**src/gb32_pkg.sv**
```systemverilog
// Shared types, constants and the symbol table of the grouped base32 formatter.
// Has no dependencies; every other file of the block uses it.
`default_nettype none

package gb32_pkg;

  localparam int SYM_BITS = 5;
  localparam int Q_DEPTH  = 2;

  typedef logic [SYM_BITS-1:0] sym_t;
  typedef logic [6:0]          char_t;

  localparam char_t SPACE_CHAR = 7'd32;

  // One decoded byte: one or two symbols, each with an optional leading space.
  typedef struct packed {
    sym_t sym0;
    sym_t sym1;
    logic two_syms;
    logic space0;
    logic space1;
    logic code_end;
  } entry_t;

  typedef struct packed {
    logic full;
    logic empty;
  } q_status_t;

  typedef enum logic [3:0] {
    PH_SP0  = 4'b0001,
    PH_SYM0 = 4'b0010,
    PH_SP1  = 4'b0100,
    PH_SYM1 = 4'b1000
  } phase_t;

  // Crockford alphabet: 0-9 then A-Z without I, L, O and U.
  function automatic char_t sym_ascii(input sym_t s);
    char_t c;
    case (s)
      5'd0:  c = 7'h30;
      5'd1:  c = 7'h31;
      5'd2:  c = 7'h32;
      5'd3:  c = 7'h33;
      5'd4:  c = 7'h34;
      5'd5:  c = 7'h35;
      5'd6:  c = 7'h36;
      5'd7:  c = 7'h37;
      5'd8:  c = 7'h38;
      5'd9:  c = 7'h39;
      5'd10: c = 7'h41;
      5'd11: c = 7'h42;
      5'd12: c = 7'h43;
      5'd13: c = 7'h44;
      5'd14: c = 7'h45;
      5'd15: c = 7'h46;
      5'd16: c = 7'h47;
      5'd17: c = 7'h48;
      5'd18: c = 7'h4A;
      5'd19: c = 7'h4B;
      5'd20: c = 7'h4D;
      5'd21: c = 7'h4E;
      5'd22: c = 7'h50;
      5'd23: c = 7'h51;
      5'd24: c = 7'h52;
      5'd25: c = 7'h53;
      5'd26: c = 7'h54;
      5'd27: c = 7'h56;
      5'd28: c = 7'h57;
      5'd29: c = 7'h58;
      5'd30: c = 7'h59;
      default: c = 7'h5A;
    endcase
    return c;
  endfunction

endpackage

`default_nettype wire

```
**src/gb32_ifs.sv**
```systemverilog
// Channel interfaces of the formatter: digest byte input and character output.
// Uses gb32_pkg for the character type.
`default_nettype none

interface gb32_byte_if;
  logic       valid;
  logic       ready;
  logic [7:0] digest_byte;
  modport source (output valid, output digest_byte, input ready);
  modport sink   (input valid, input digest_byte, output ready);
endinterface

interface gb32_char_if;
  logic                valid;
  logic                ready;
  gb32_pkg::char_t     char_code;
  logic                run_last;
  logic                code_done;
  modport source (output valid, output char_code, output run_last, output code_done,
                  input ready);
  modport sink   (input valid, input char_code, input run_last, input code_done,
                  output ready);
endinterface

`default_nettype wire

```
**src/gb32_front.sv**
```systemverilog
// Front end: shifts digest bytes into the bit buffer and decodes each into a queue entry.
// Uses gb32_pkg for the entry type.
`default_nettype none

module gb32_front #(
  parameter int BYTES_PER_CODE = 30,
  parameter int GROUP_SIZE     = 4
) (
  input  wire logic            clk,
  input  wire logic            rst_n,
  input  wire logic            push,
  input  wire logic [7:0]      digest_byte,
  output gb32_pkg::entry_t     entry
);

  localparam int GRP_W = (GROUP_SIZE > 1) ? $clog2(GROUP_SIZE) : 1;
  localparam logic [GRP_W-1:0] GRP_MAX = GRP_W'(GROUP_SIZE - 1);

  logic [3:0]       buf_r, buf_nxt;
  logic [2:0]       pend_r, pend_nxt;
  logic [GRP_W-1:0] grp_r, grp_nxt;
  logic             started_r, started_nxt;
  logic [4:0]       bytes_r, bytes_nxt;

  logic [11:0]      cat;
  logic [3:0]       nbits;
  logic [3:0]       pend_new;
  logic [3:0]       mask;
  logic [GRP_W-1:0] grp_after0, grp_after1;
  logic             two;
  logic             final_byte;

  always_comb begin
    cat        = {buf_r, digest_byte};
    nbits      = {1'b0, pend_r} + 4'd8;
    two        = (nbits >= 4'd10);
    pend_new   = two ? (nbits - 4'd10) : (nbits - 4'd5);
    mask       = 4'((5'd1 << pend_new) - 5'd1);
    final_byte = ({1'b0, bytes_r} + 6'd1) >= 6'(BYTES_PER_CODE);

    grp_after0 = (grp_r == GRP_MAX) ? '0 : grp_r + GRP_W'(1);
    grp_after1 = (grp_after0 == GRP_MAX) ? '0 : grp_after0 + GRP_W'(1);

    entry.sym0     = gb32_pkg::sym_t'(cat >> (nbits - 4'd5));
    entry.sym1     = gb32_pkg::sym_t'(cat >> (nbits - 4'd10));
    entry.two_syms = two;
    entry.space0   = started_r && (grp_r == '0);
    entry.space1   = (grp_after0 == '0);
    entry.code_end = final_byte;

    buf_nxt     = buf_r;
    pend_nxt    = pend_r;
    grp_nxt     = grp_r;
    started_nxt = started_r;
    bytes_nxt   = bytes_r;
    if (push) begin
      if (final_byte) begin
        buf_nxt     = '0;
        pend_nxt    = '0;
        grp_nxt     = '0;
        started_nxt = 1'b0;
        bytes_nxt   = '0;
      end else begin
        buf_nxt     = cat[3:0] & mask;
        pend_nxt    = pend_new[2:0];
        grp_nxt     = two ? grp_after1 : grp_after0;
        started_nxt = 1'b1;
        bytes_nxt   = bytes_r + 5'd1;
      end
    end
  end

  always_ff @(posedge clk) begin
    if (!rst_n) begin
      buf_r     <= '0;
      pend_r    <= '0;
      grp_r     <= '0;
      started_r <= 1'b0;
      bytes_r   <= '0;
    end else begin
      buf_r     <= buf_nxt;
      pend_r    <= pend_nxt;
      grp_r     <= grp_nxt;
      started_r <= started_nxt;
      bytes_r   <= bytes_nxt;
    end
  end

  a_pend_small: assert property (@(posedge clk) disable iff (!rst_n)
    pend_r < 3'd5)
    else $error("pending bit count out of range");

endmodule

`default_nettype wire

```
**src/gb32_queue.sv**
```systemverilog
// Short entry queue between the front decoder and the back serializer.
// Uses gb32_pkg for the entry and status types.
`default_nettype none

module gb32_queue (
  input  wire logic              clk,
  input  wire logic              rst_n,
  input  wire logic              push,
  input  gb32_pkg::entry_t       push_data,
  input  wire logic              pop,
  output gb32_pkg::entry_t       head,
  output gb32_pkg::q_status_t    status
);

  localparam int PTR_W = (gb32_pkg::Q_DEPTH > 1) ? $clog2(gb32_pkg::Q_DEPTH) : 1;
  localparam int CNT_W = $clog2(gb32_pkg::Q_DEPTH + 1);

  gb32_pkg::entry_t  mem_r [gb32_pkg::Q_DEPTH];
  logic [PTR_W-1:0]  wr_r, wr_nxt, rd_r, rd_nxt;
  logic [CNT_W-1:0]  cnt_r, cnt_nxt;

  function automatic logic [PTR_W-1:0] ptr_inc(input logic [PTR_W-1:0] p);
    return (p == PTR_W'(gb32_pkg::Q_DEPTH - 1)) ? '0 : p + PTR_W'(1);
  endfunction

  always_comb begin
    status.full  = (cnt_r == CNT_W'(gb32_pkg::Q_DEPTH));
    status.empty = (cnt_r == '0);
    head         = mem_r[rd_r];
    wr_nxt  = push ? ptr_inc(wr_r) : wr_r;
    rd_nxt  = pop  ? ptr_inc(rd_r) : rd_r;
    cnt_nxt = cnt_r + CNT_W'(push) - CNT_W'(pop);
  end

  always_ff @(posedge clk) begin
    if (push) begin
      mem_r[wr_r] <= push_data;
    end
  end

  always_ff @(posedge clk) begin
    if (!rst_n) begin
      wr_r  <= '0;
      rd_r  <= '0;
      cnt_r <= '0;
    end else begin
      wr_r  <= wr_nxt;
      rd_r  <= rd_nxt;
      cnt_r <= cnt_nxt;
    end
  end

  a_no_overflow: assert property (@(posedge clk) disable iff (!rst_n)
    status.full |-> !push)
    else $error("push into a full queue");

  a_no_underflow: assert property (@(posedge clk) disable iff (!rst_n)
    status.empty |-> !pop)
    else $error("pop from an empty queue");

endmodule

`default_nettype wire

```
**src/gb32_back.sv**
```systemverilog
// Back end: walks queue entries, one char per cycle unless stalled, into the output register.
// Uses gb32_pkg for the entry, phase and symbol table.
`default_nettype none

module gb32_back (
  input  wire logic              clk,
  input  wire logic              rst_n,
  input  gb32_pkg::entry_t       head,
  input  gb32_pkg::q_status_t    status,
  output logic                   pop,
  output logic                   out_valid,
  input  wire logic              out_ready,
  output gb32_pkg::char_t        out_char,
  output logic                   out_last,
  output logic                   out_done
);

  gb32_pkg::phase_t phase_r, phase_nxt, eff;
  logic             valid_r, valid_nxt;
  gb32_pkg::char_t  char_r, char_nxt;
  logic             last_r, last_nxt, done_r, done_nxt;
  gb32_pkg::char_t  cur_char;
  logic             cur_last;
  logic             load;

  always_comb begin
    // Skip a space slot that the entry does not need.
    unique case (phase_r)
      gb32_pkg::PH_SP0:  eff = head.space0 ? gb32_pkg::PH_SP0 : gb32_pkg::PH_SYM0;
      gb32_pkg::PH_SYM0: eff = gb32_pkg::PH_SYM0;
      gb32_pkg::PH_SP1:  eff = head.space1 ? gb32_pkg::PH_SP1 : gb32_pkg::PH_SYM1;
      gb32_pkg::PH_SYM1: eff = gb32_pkg::PH_SYM1;
      default:           eff = gb32_pkg::PH_SYM0;
    endcase

    unique case (eff)
      gb32_pkg::PH_SYM0: cur_char = gb32_pkg::sym_ascii(head.sym0);
      gb32_pkg::PH_SYM1: cur_char = gb32_pkg::sym_ascii(head.sym1);
      default:           cur_char = gb32_pkg::SPACE_CHAR;
    endcase
    cur_last = ((eff == gb32_pkg::PH_SYM0) && !head.two_syms) || (eff == gb32_pkg::PH_SYM1);

    load = !status.empty && (!valid_r || out_ready);
    pop  = load && cur_last;

    phase_nxt = phase_r;
    if (load) begin
      if (cur_last) begin
        phase_nxt = gb32_pkg::PH_SP0;
      end else begin
        unique case (eff)
          gb32_pkg::PH_SP0:  phase_nxt = gb32_pkg::PH_SYM0;
          gb32_pkg::PH_SYM0: phase_nxt = gb32_pkg::PH_SP1;
          default:           phase_nxt = gb32_pkg::PH_SYM1;
        endcase
      end
    end

    valid_nxt = load ? 1'b1 : (out_ready ? 1'b0 : valid_r);
    char_nxt  = load ? cur_char : char_r;
    last_nxt  = load ? cur_last : last_r;
    done_nxt  = load ? (cur_last && head.code_end) : done_r;
  end

  always_ff @(posedge clk) begin
    if (!rst_n) begin
      phase_r <= gb32_pkg::PH_SP0;
      valid_r <= 1'b0;
    end else begin
      phase_r <= phase_nxt;
      valid_r <= valid_nxt;
    end
  end

  always_ff @(posedge clk) begin
    char_r <= char_nxt;
    last_r <= last_nxt;
    done_r <= done_nxt;
  end

  assign out_valid = valid_r;
  assign out_char  = char_r;
  assign out_last  = last_r;
  assign out_done  = done_r;

  a_done_is_last: assert property (@(posedge clk) disable iff (!rst_n)
    (valid_r && done_r) |-> last_r)
    else $error("code end flagged on a character that does not close its byte");

  a_last_is_symbol: assert property (@(posedge clk) disable iff (!rst_n)
    (valid_r && last_r) |-> (char_r != gb32_pkg::SPACE_CHAR))
    else $error("a byte closed on a space");

endmodule

`default_nettype wire

```
**src/grouped_base32_code_formatter_core.sv**
```systemverilog
// Top level of the grouped base32 code formatter: front decoder, entry queue, back serializer.
// Depends on gb32_pkg, gb32_ifs, gb32_front, gb32_queue and gb32_back.
//
//   channel   direction  payload                               moves
//   in_ch     sink       digest_byte[7:0]                      one digest byte per request
//   out_ch    source     char_code[6:0], run_last, code_done   one character per request
//
// A byte is taken in any cycle in which the two-entry queue has room, so bytes can arrive
// back to back. The back end sends one character per cycle while out_ch is not stalled; a
// byte makes one or two symbols plus at most one space (two spaces when GROUP_SIZE is 1),
// so the character serializer sets the sustained byte rate (59 characters for a 30-byte
// code at the defaults).
// The first character of a byte passes through the entry queue and then the output register.
// Reset clears the bit buffer, counters, queue and output valid bit; no clearing pass follows.
// Stalls on the output hold the character register and back the queue up into in_ch.ready.
`default_nettype none

module grouped_base32_code_formatter_core #(
  parameter int BYTES_PER_CODE = 30,
  parameter int GROUP_SIZE     = 4
) (
  input  wire logic    clk,
  input  wire logic    rst_n,
  gb32_byte_if.sink    in_ch,
  gb32_char_if.source  out_ch
);

  gb32_pkg::entry_t    new_entry;
  gb32_pkg::entry_t    head;
  gb32_pkg::q_status_t q_status;
  logic                push;
  logic                pop;

  // A request on the input side is taken whenever the queue can hold its entry.
  assign in_ch.ready = !q_status.full;
  assign push        = in_ch.valid && !q_status.full;

  // The front decodes the byte in the same cycle it is accepted and holds the
  // bit buffer and the group and byte counters of the current code.
  gb32_front #(
    .BYTES_PER_CODE (BYTES_PER_CODE),
    .GROUP_SIZE     (GROUP_SIZE)
  ) u_front (
    .clk         (clk),
    .rst_n       (rst_n),
    .push        (push),
    .digest_byte (in_ch.digest_byte),
    .entry       (new_entry)
  );

  gb32_queue u_queue (
    .clk       (clk),
    .rst_n     (rst_n),
    .push      (push),
    .push_data (new_entry),
    .pop       (pop),
    .head      (head),
    .status    (q_status)
  );

  // The back walks the space and symbol slots of the head entry and retires it
  // with the character that closes the byte.
  gb32_back u_back (
    .clk       (clk),
    .rst_n     (rst_n),
    .head      (head),
    .status    (q_status),
    .pop       (pop),
    .out_valid (out_ch.valid),
    .out_ready (out_ch.ready),
    .out_char  (out_ch.char_code),
    .out_last  (out_ch.run_last),
    .out_done  (out_ch.code_done)
  );

endmodule

`default_nettype wire

```
**src/flat_wrapper.sv**
```systemverilog
// flat-port wrapper written by rule: the top's interface ports become plain ports
module grouped_base32_code_formatter_core_flat 
#(
  parameter int BYTES_PER_CODE = 30,
  parameter int GROUP_SIZE     = 4
)
  (clk, rst_n, in_ch_valid, in_ch_digest_byte, in_ch_ready, out_ch_valid, out_ch_char_code, out_ch_run_last, out_ch_code_done, out_ch_ready);
  gb32_byte_if in_ch_i ();
  gb32_char_if out_ch_i ();
  input  wire logic clk;
  input  wire logic rst_n;
  input wire logic [$bits(in_ch_i.valid)-1:0] in_ch_valid;
  input wire logic [$bits(in_ch_i.digest_byte)-1:0] in_ch_digest_byte;
  output wire logic [$bits(in_ch_i.ready)-1:0] in_ch_ready;
  output wire logic [$bits(out_ch_i.valid)-1:0] out_ch_valid;
  output wire logic [$bits(out_ch_i.char_code)-1:0] out_ch_char_code;
  output wire logic [$bits(out_ch_i.run_last)-1:0] out_ch_run_last;
  output wire logic [$bits(out_ch_i.code_done)-1:0] out_ch_code_done;
  input wire logic [$bits(out_ch_i.ready)-1:0] out_ch_ready;
  assign in_ch_i.valid = in_ch_valid;
  assign in_ch_i.digest_byte = in_ch_digest_byte;
  assign in_ch_ready = in_ch_i.ready;
  assign out_ch_valid = out_ch_i.valid;
  assign out_ch_char_code = out_ch_i.char_code;
  assign out_ch_run_last = out_ch_i.run_last;
  assign out_ch_code_done = out_ch_i.code_done;
  assign out_ch_i.ready = out_ch_ready;
  grouped_base32_code_formatter_core #(.BYTES_PER_CODE(BYTES_PER_CODE), .GROUP_SIZE(GROUP_SIZE)) u_core (.clk(clk), .rst_n(rst_n), .in_ch(in_ch_i), .out_ch(out_ch_i));
endmodule
```
**config.mk**
```make
export PLATFORM = sky130hd
export DESIGN_NAME = grouped_base32_code_formatter_core_flat
export DESIGN_NICKNAME = d
export VERILOG_FILES = /design/src/gb32_pkg.sv /design/src/gb32_ifs.sv /design/src/gb32_front.sv /design/src/gb32_queue.sv /design/src/gb32_back.sv /design/src/grouped_base32_code_formatter_core.sv /design/src/flat_wrapper.sv
export SDC_FILE = /design/constraint.sdc
export NUM_CORES = 1
export LEC_CHECK = 0
export BUFFER_PORTS_ARGS = -buffer_cell sky130_fd_sc_hd__clkbuf_2
export CAP_MARGIN = 20
export CORE_ASPECT_RATIO = 2
export CORE_MARGIN = 2
export CORE_UTILIZATION = 40
export DETAILED_ROUTE_END_ITERATION = 16
export SYNTH_ARGS = -nofsm -noshare
export SYNTH_HDL_FRONTEND = slang
export SYNTH_SLANG_ARGS = --single-unit
```
**constraint.sdc**
```tcl
create_clock -name clk -period 2.9 [get_ports clk]
set_input_delay 0.29 -clock clk [delete_from_list [all_inputs] [get_ports clk]]
set_output_delay 0.29 -clock clk [all_outputs]
set_load 0.02 [all_outputs]
```
# Word-level counts from Yosys, hierarchy flattened
# Memories as Yosys holds them, arrays and structs flattened. A register that Yosys moved wholly into a read port is not among the register bits.
# Index checks and enable logic that the tools add are counted.
[word_totals]
ff_bits = 33
memories = 3
in_bits = 12
ram_bits = 28
mem_bits_ro = 448
[memory_table]
columns = ["name", "words", "word_bits", "rd", "rd_ports_with_merged_regs", "write_ports", "line_no", "text"]
rows = [
  ["(no name shown)", 32, 7, 1, 0, 0, "gb32_pkg.sv:40", "case (s)"],
  ["(no name shown)", 32, 7, 1, 0, 0, "gb32_pkg.sv:40", ""],
  ["u_core.u_queue.mem_r", 2, 14, 1, 1, 1, "gb32_queue.sv:18", "gb32_pkg::entry_t mem_r [gb32_pkg::Q_DEPTH];"],
]
[op_classes]
bitwise = 1
n_mux = 23
reduce_logical = 16
eq_ne = 9
n_lt_le_gt_ge = 2
addsub = 12
shifts = 3
[ops]
columns = ["op", "count"]
rows = [
  ["$shr 12x4->5", 2],
  ["$mux 4", 4],
  ["$pmux 7 s2", 1],
  ["$pmux 4 s3", 1],
  ["$mux 2", 5],
  ["$mux 1", 9],
  ["$eq 4x1->1 const B", 2],
  ["$eq 4x4->1 const B", 2],
  ["$pmux 4 s2", 1],
  ["$add 5x1->6 const B", 1],
  ["$eq 2x2->1 const B", 3],
  ["$ge 6x5->1 const B", 1],
  ["$logic_and 1x1->1", 6],
  ["$logic_not 2->1", 3],
  ["$add 5x1->5 const B", 1],
  ["$mux 5", 1],
  ["$add 2x1->2 const B", 2],
  ["$add 3x4->4 const B", 1],
  ["$and 4x4->4", 1],
  ["$eq 4x2->1 const B", 1],
  ["$eq 4x3->1 const B", 1],
  ["$ge 4x4->1 const B", 1],
  ["$logic_not 1->1", 4],
  ["$shl 1x4->4 const A", 1],
  ["other kinds (9)", 11],
]

# Longest topological paths before layout
[depth]
depth_word = 8
mapped_depth = 12
mapped_depth_nobuf = 10

# Modules after synthesis
# Synthesis repeated with hierarchy kept, for this count alone.
[unflattened]
hier_cells = 402
hier_area_um2 = 4307.9
[by_module_without_submodules]
columns = ["module", "cells_per_inst", "n_inst", "area_per_inst_um2"]
rows = [
  ["gb32_front", 205, 1, 1825.5],
  ["gb32_back", 131, 1, 1237.4],
  ["gb32_queue", 64, 1, 1234.9],
  ["grouped_base32_code_formatter_core", 2, 1, 10.0],
]

# Least setup slack after synthesis
# OpenSTA, ideal clock, no wires.
[synth_path]
path_type = "reg2reg"
from = "register u_core.u_front.pend_r[1]"
to = "memory u_core.u_queue.mem_r[0][10] in the netlist's numbering, data pin"
arrival_time_ns = 2.473
path_stages_with_launch = 9
synth_period_minus_slack_ns = 2.749
path_buffers = 2
t_required_ns = 2.624
setup_slack_ns = 0.151
cell_sequence = "dfxtp_1 clkbuf_1 clkbuf_1 inv_1 ha_1 xor2_2 mux4_2 mux2i_1 o22ai_1"
[synth_lines]
columns = ["element", "line_no", "text"]
rows = [
  ["start, declared", "gb32_front.sv:20", "logic [2:0] pend_r, pend_nxt;"],
  ["start signal, assigned", "gb32_front.sv:82", "pend_r <= pend_nxt;"],
  ["end, declared", "gb32_queue.sv:18", ""],
]

# Worst setup path after layout
[layout_path]
from = "register u_core.u_back.phase_r[3]"
to = "register u_core.u_queue.cnt_r[1]"
[layout_between]
elab_chain_len = 7
[layout_rtl]
columns = ["element", "line_no", "text"]
rows = [
  ["start, declared", "gb32_back.sv:18", "gb32_pkg::phase_t phase_r, phase_nxt, eff;"],
  ["start signal, assigned", "gb32_back.sv:67", "phase_r <= gb32_pkg::PH_SP0;"],
  ["start signal, assigned", "gb32_back.sv:70", "phase_r <= phase_nxt;"],
  ["$eq 4x4->1, or another cell as far along", "gb32_back.sv:28", "unique case (phase_r)"],
  ["$pmux 4 s3 (*)", "gb32_back.sv:28", ""],
  ["$eq 4x2->1", "gb32_back.sv:41", "cur_last = ((eff == gb32_pkg::PH_SYM0) && !head.two_syms) || (eff == gb32_pkg::PH_SYM1);"],
  ["$logic_and 1x1->1", "gb32_back.sv:41", ""],
  ["$logic_or 1x1->1 (*)", "gb32_back.sv:41", ""],
  ["$logic_and 1x1->1 (*)", "gb32_back.sv:44", "pop = load && cur_last;"],
  ["named net u_core.pop", "grouped_base32_code_formatter_core.sv:32", "logic pop;"],
  ["$sub 2x1->2 (*)", "gb32_queue.sv:32", "cnt_nxt = cnt_r + CNT_W'(push) - CNT_W'(pop);"],
  ["end signal, assigned", "gb32_queue.sv:49", "cnt_r <= cnt_nxt;"],
  ["end, declared", "gb32_queue.sv:20", "logic [CNT_W-1:0] cnt_r, cnt_nxt;"],
]
# Mark *: on every way through the listed nets, which the timed path passes. The rest lies on a longest branch.
# A chain may end at the register's enable or synchronous reset.

==> impl_metrics.csv <==
group,metric,value,unit
finish,finish.utilization,0.460,
synth,postSynthNetCount,470,
die,io_pins,23,
cts,ctsRootBufferMaster,"clkbuf_16",
synth,mux_share_of_post_synthesis_cell_area,0.138,
worst_setup_path,reg2reg_to,"u_core.u_queue.cnt_r[1]",
die,floorplan.initialDensity,0.408,
synth,synth.top_cells.by_area,"edfxtp_1 26%, dfxtp_1 12%, ha_1 7.3%",
sta,setup_total_negative_slack,0,ns
cts,cts-resized-gates,0,
sta,drv_slew,0,
routing,vias_per_cell,5.51,
pwr,ir_worst_vdd,761,uV
global_routing,grt_first_pass_wirelength,15300,um
finish,drive_above_1_share,0.176,
synth,synth_top_family_by_area,"compound AO/OA/AOI/OAI gates",
cts,number_of_hold_repair_buffers_added_at_the_cts_stage,0,
finish,design.final.nets,493,
cts,clock_sinks,62,
routing,drt_first_pass_iters,4,
sta,hold-worst-slack,0.253,ns
synth,edff_count_synth,37,
finish,num_antenna_cells,0,
cts,cts.clk_slew.worst_paths,0.05,ns
worst_setup_path,timing.critical_path.to_type,"flop",
synth,synth_top_area_frac,0.260,
cts,ctsLongestPathBuffers,2,
placement,portBuffers,22,
die,die_area,11600,um^2
worst_setup_path,worst-endpoint-arrival,2.78,ns
synth,postSynth.topFlopCell,"edfxtp_1",
synth,synth_fa_ha_area_frac,0.0732,
sta,max_slew_margin,0.539,
sta,clock-skew-final,0.00847,ns
placement,detailed_placer_s_ending_hpwl,6970,um
finish,area_growth_syn_to_fin,12.8,%
synth,synthesis.area,4270,um^2
worst_hold_path,hold_path.class,"primary input to flop",
sta,tightest_slew,0.688,ns
die,die_width,77.1,um
synth,synth_sequential_area_ratio,0.377,
sta,max_freq,391,MHz
global_routing,first_global_vias,3277,
die,die_height,150,um
worst_setup_path,cp_max_fo,8,
worst_setup_path,cp_data_required_time,3.13,ns
sta,grt_setup_unrepaired,"false",
routing,drt-total-wl,9290,um
synth,synth_cell_type_count,63,
global_routing,grt_max_degree,31,
global_routing,global_route_total_overflow,0,
synth,yosys.area_share.simple,0.159,
routing,route.detailed.drc,0,
pwr,power.leakage,1.84,nW
synth,synthDominantAreaCellType,"edfxtp_1",
synth,synth.ff_latch_count,62,
die,placeableCoreArea,10500,um^2
cts,cts_tree,"built",
routing,dr_total_vias,3296,
sta,report.final.setup_viol,0,
cts,cts-htree-levels,3,
worst_setup_path,critical_path.reg2reg.startpoint,"u_core.u_back.phase_r[3]",
job,max_cap_viol_count,0,
worst_hold_path,hold_path_end,"u_core.u_front.buf_r[0]",
pwr,power_density,1300,nW/um^2
synth,ys_top_cells_by_count,"37 x edfxtp_1, 37 x nand2_1, 29 x nor2_1",
sta,timing.final.hold_violations,0,
routing,wl_per_cell,15.5,um
cts,worst_skew_pair.late_latency,0.33,ns
global_routing,gr-usage-all-layers,0.168,
worst_hold_path,hold_depth,3,
synth,synthesis.area_per_instance,9.87,um^2
worst_hold_path,min-delay-start,"in_ch_digest_byte[0]",
worst_setup_path,worstSetupPathType,"flop to flop",
worst_setup_path,ff2ff_path_depth,10,
sta,timing.final.crit_period,2.55,ns
routing,antenna_violating_nets_post_route,0,
finish,fillCellCount,1031,
routing,drt_iter0_markers,130,
placement,place_congestion,0.911,
synth,share_of_flip_flops_with_an_asynchronous_set_or_reset_after_synthesis,0,
synth,yosysWarningCount,0,
synth,syn-instance-count,433,
global_routing,antenna_found_initial,0,
synth,synth-xor-area-share,0.0202,
synth,synth_compound_area_frac,0.184,
sta,period_share,0.881,
worst_setup_path,setup.worst_path.start_class,"flop",
die,placement_rows,53,
run_status,outcome,"completed",
cts,cts_inserted_buffers,9,
cts,post-cts-setup-buffers,0,
worst_setup_path,ff2ff_setup_slack,0.35,ns
cell families (layout without fill, tap and decap cells):
group | Yosys count | after routing
flip-flops | 62 | 62
adder cells (fa/ha/maj) | 25 | 25
AO/OA/AOI/OAI | 110 | 110
XOR/XNOR | 9 | 9
AND/OR/NAND/NOR | 136 | 136
multiplexers | 45 | 45
buffers and inverters | 46 | 74
per-stage QoR:
step / area (um^2) / total power [mW] / setup slack, ns / cells
floorplan: 4270 / 4.43 / 0.151 / 433
global placement: 4540 / 5.20 / 0.417 / 582
detailed placement: 4540 / 5.28 / 0.331 / 582
CTS: 4820 / 6.29 / 0.323 / 598
global route: 4820 / 6.76 / 0.209 / 598
finish: 4820 / 6.27 / 0.346 / 598
flip-flops by register name, summed over array words and instances, names as in the netlist, 2 cells and up, named ones only:
register	flops
u_core.u_front.pend_r	3
u_core.u_front.bytes_r	5
u_core.u_front.grp_r	2
u_core.u_queue.mem_r	28
u_core.u_queue.cnt_r	2
u_core.u_back.phase_r	4
u_core.u_front.buf_r	4
u_core.u_back.out_char	7
worst max-delay path by stage:
stage / endpoint / start / slack, ns / cells past startpoint
2_1_floorplan: u_core.u_queue.mem_r[0][10] / u_core.u_front.pend_r[1] / 0.15 / 8
3_3_place_gp: u_core.u_queue.cnt_r[1] / u_core.u_back.phase_r[3] / 0.42 / 10
3_5_place_dp: u_core.u_queue.cnt_r[1] / u_core.u_back.phase_r[3] / 0.33 / 10
4_1_cts: u_core.u_queue.cnt_r[1] / u_core.u_back.phase_r[3] / 0.32 / 10
5_1_grt: u_core.u_queue.cnt_r[1] / u_core.u_back.phase_r[3] / 0.21 / 10
6_report: u_core.u_queue.cnt_r[1] / u_core.u_back.phase_r[3] / 0.35 / 10
report_power, final:
| part | switching [mW] | internal [mW] | leakage, nW | total, mW |
|---|---|---|---|---|
| Clock | 0.374 | 0.601 | 0.138 | 0.975 |
| Combinational | 2.15 | 1.55 | 1.14 | 3.70 |
| Sequential | 0.192 | 1.40 | 0.560 | 1.59 |
layer usage:
layer | share of wire | track usage | up-vias
met5 | 0 | 0 | -
met4 | 0.048 | 0.104 | 0
met3 | 0.029 | 0.0270 | 31
met2 | 0.55 | 0.322 | 86
met1 | 0.38 | 0.165 | 1523
li1 | - | - | 1656
critical path, stage by stage (launching register included):
cell       delay [ns]
dfxtp_1          0.36
or4b_4           0.58
o2bb2ai_4        0.30
a2bb2oi_4        0.25
nor2_1           0.07
ha_1             0.28
inv_1            0.04
ha_1             0.18
xnor2_1          0.13
xnor2_1          0.12
and2_1           0.15
layout make-up:
type / count / area, um^2 / area share
multi-input combinational: 325 / 2450 / 0.509
timing repair buffer: 36 / 228 / 0.0472
tap: 137 / 171 / 0.0356
clock inverter: 5 / 32.5 / 0.00675
sequential: 62 / 1610 / 0.334
inverter: 22 / 82.6 / 0.0171
clock buffer: 11 / 243 / 0.0504
placed cells by master, fill, tap and decap left out, types with 9 or more instances in the layout:
cell	count
a21oi_1	27
mux2i_1	22
nand2_1	37
ha_1	25
inv_1	21
o21ai_0	16
edfxtp_1	37
nor2b_1	13
nor2_1	29
nor3_1	14
dfxtp_1	25
nand3_1	9
clkbuf_16	9
clkbuf_2	22
buf_4	13
(Power assumes the default switching activity.)
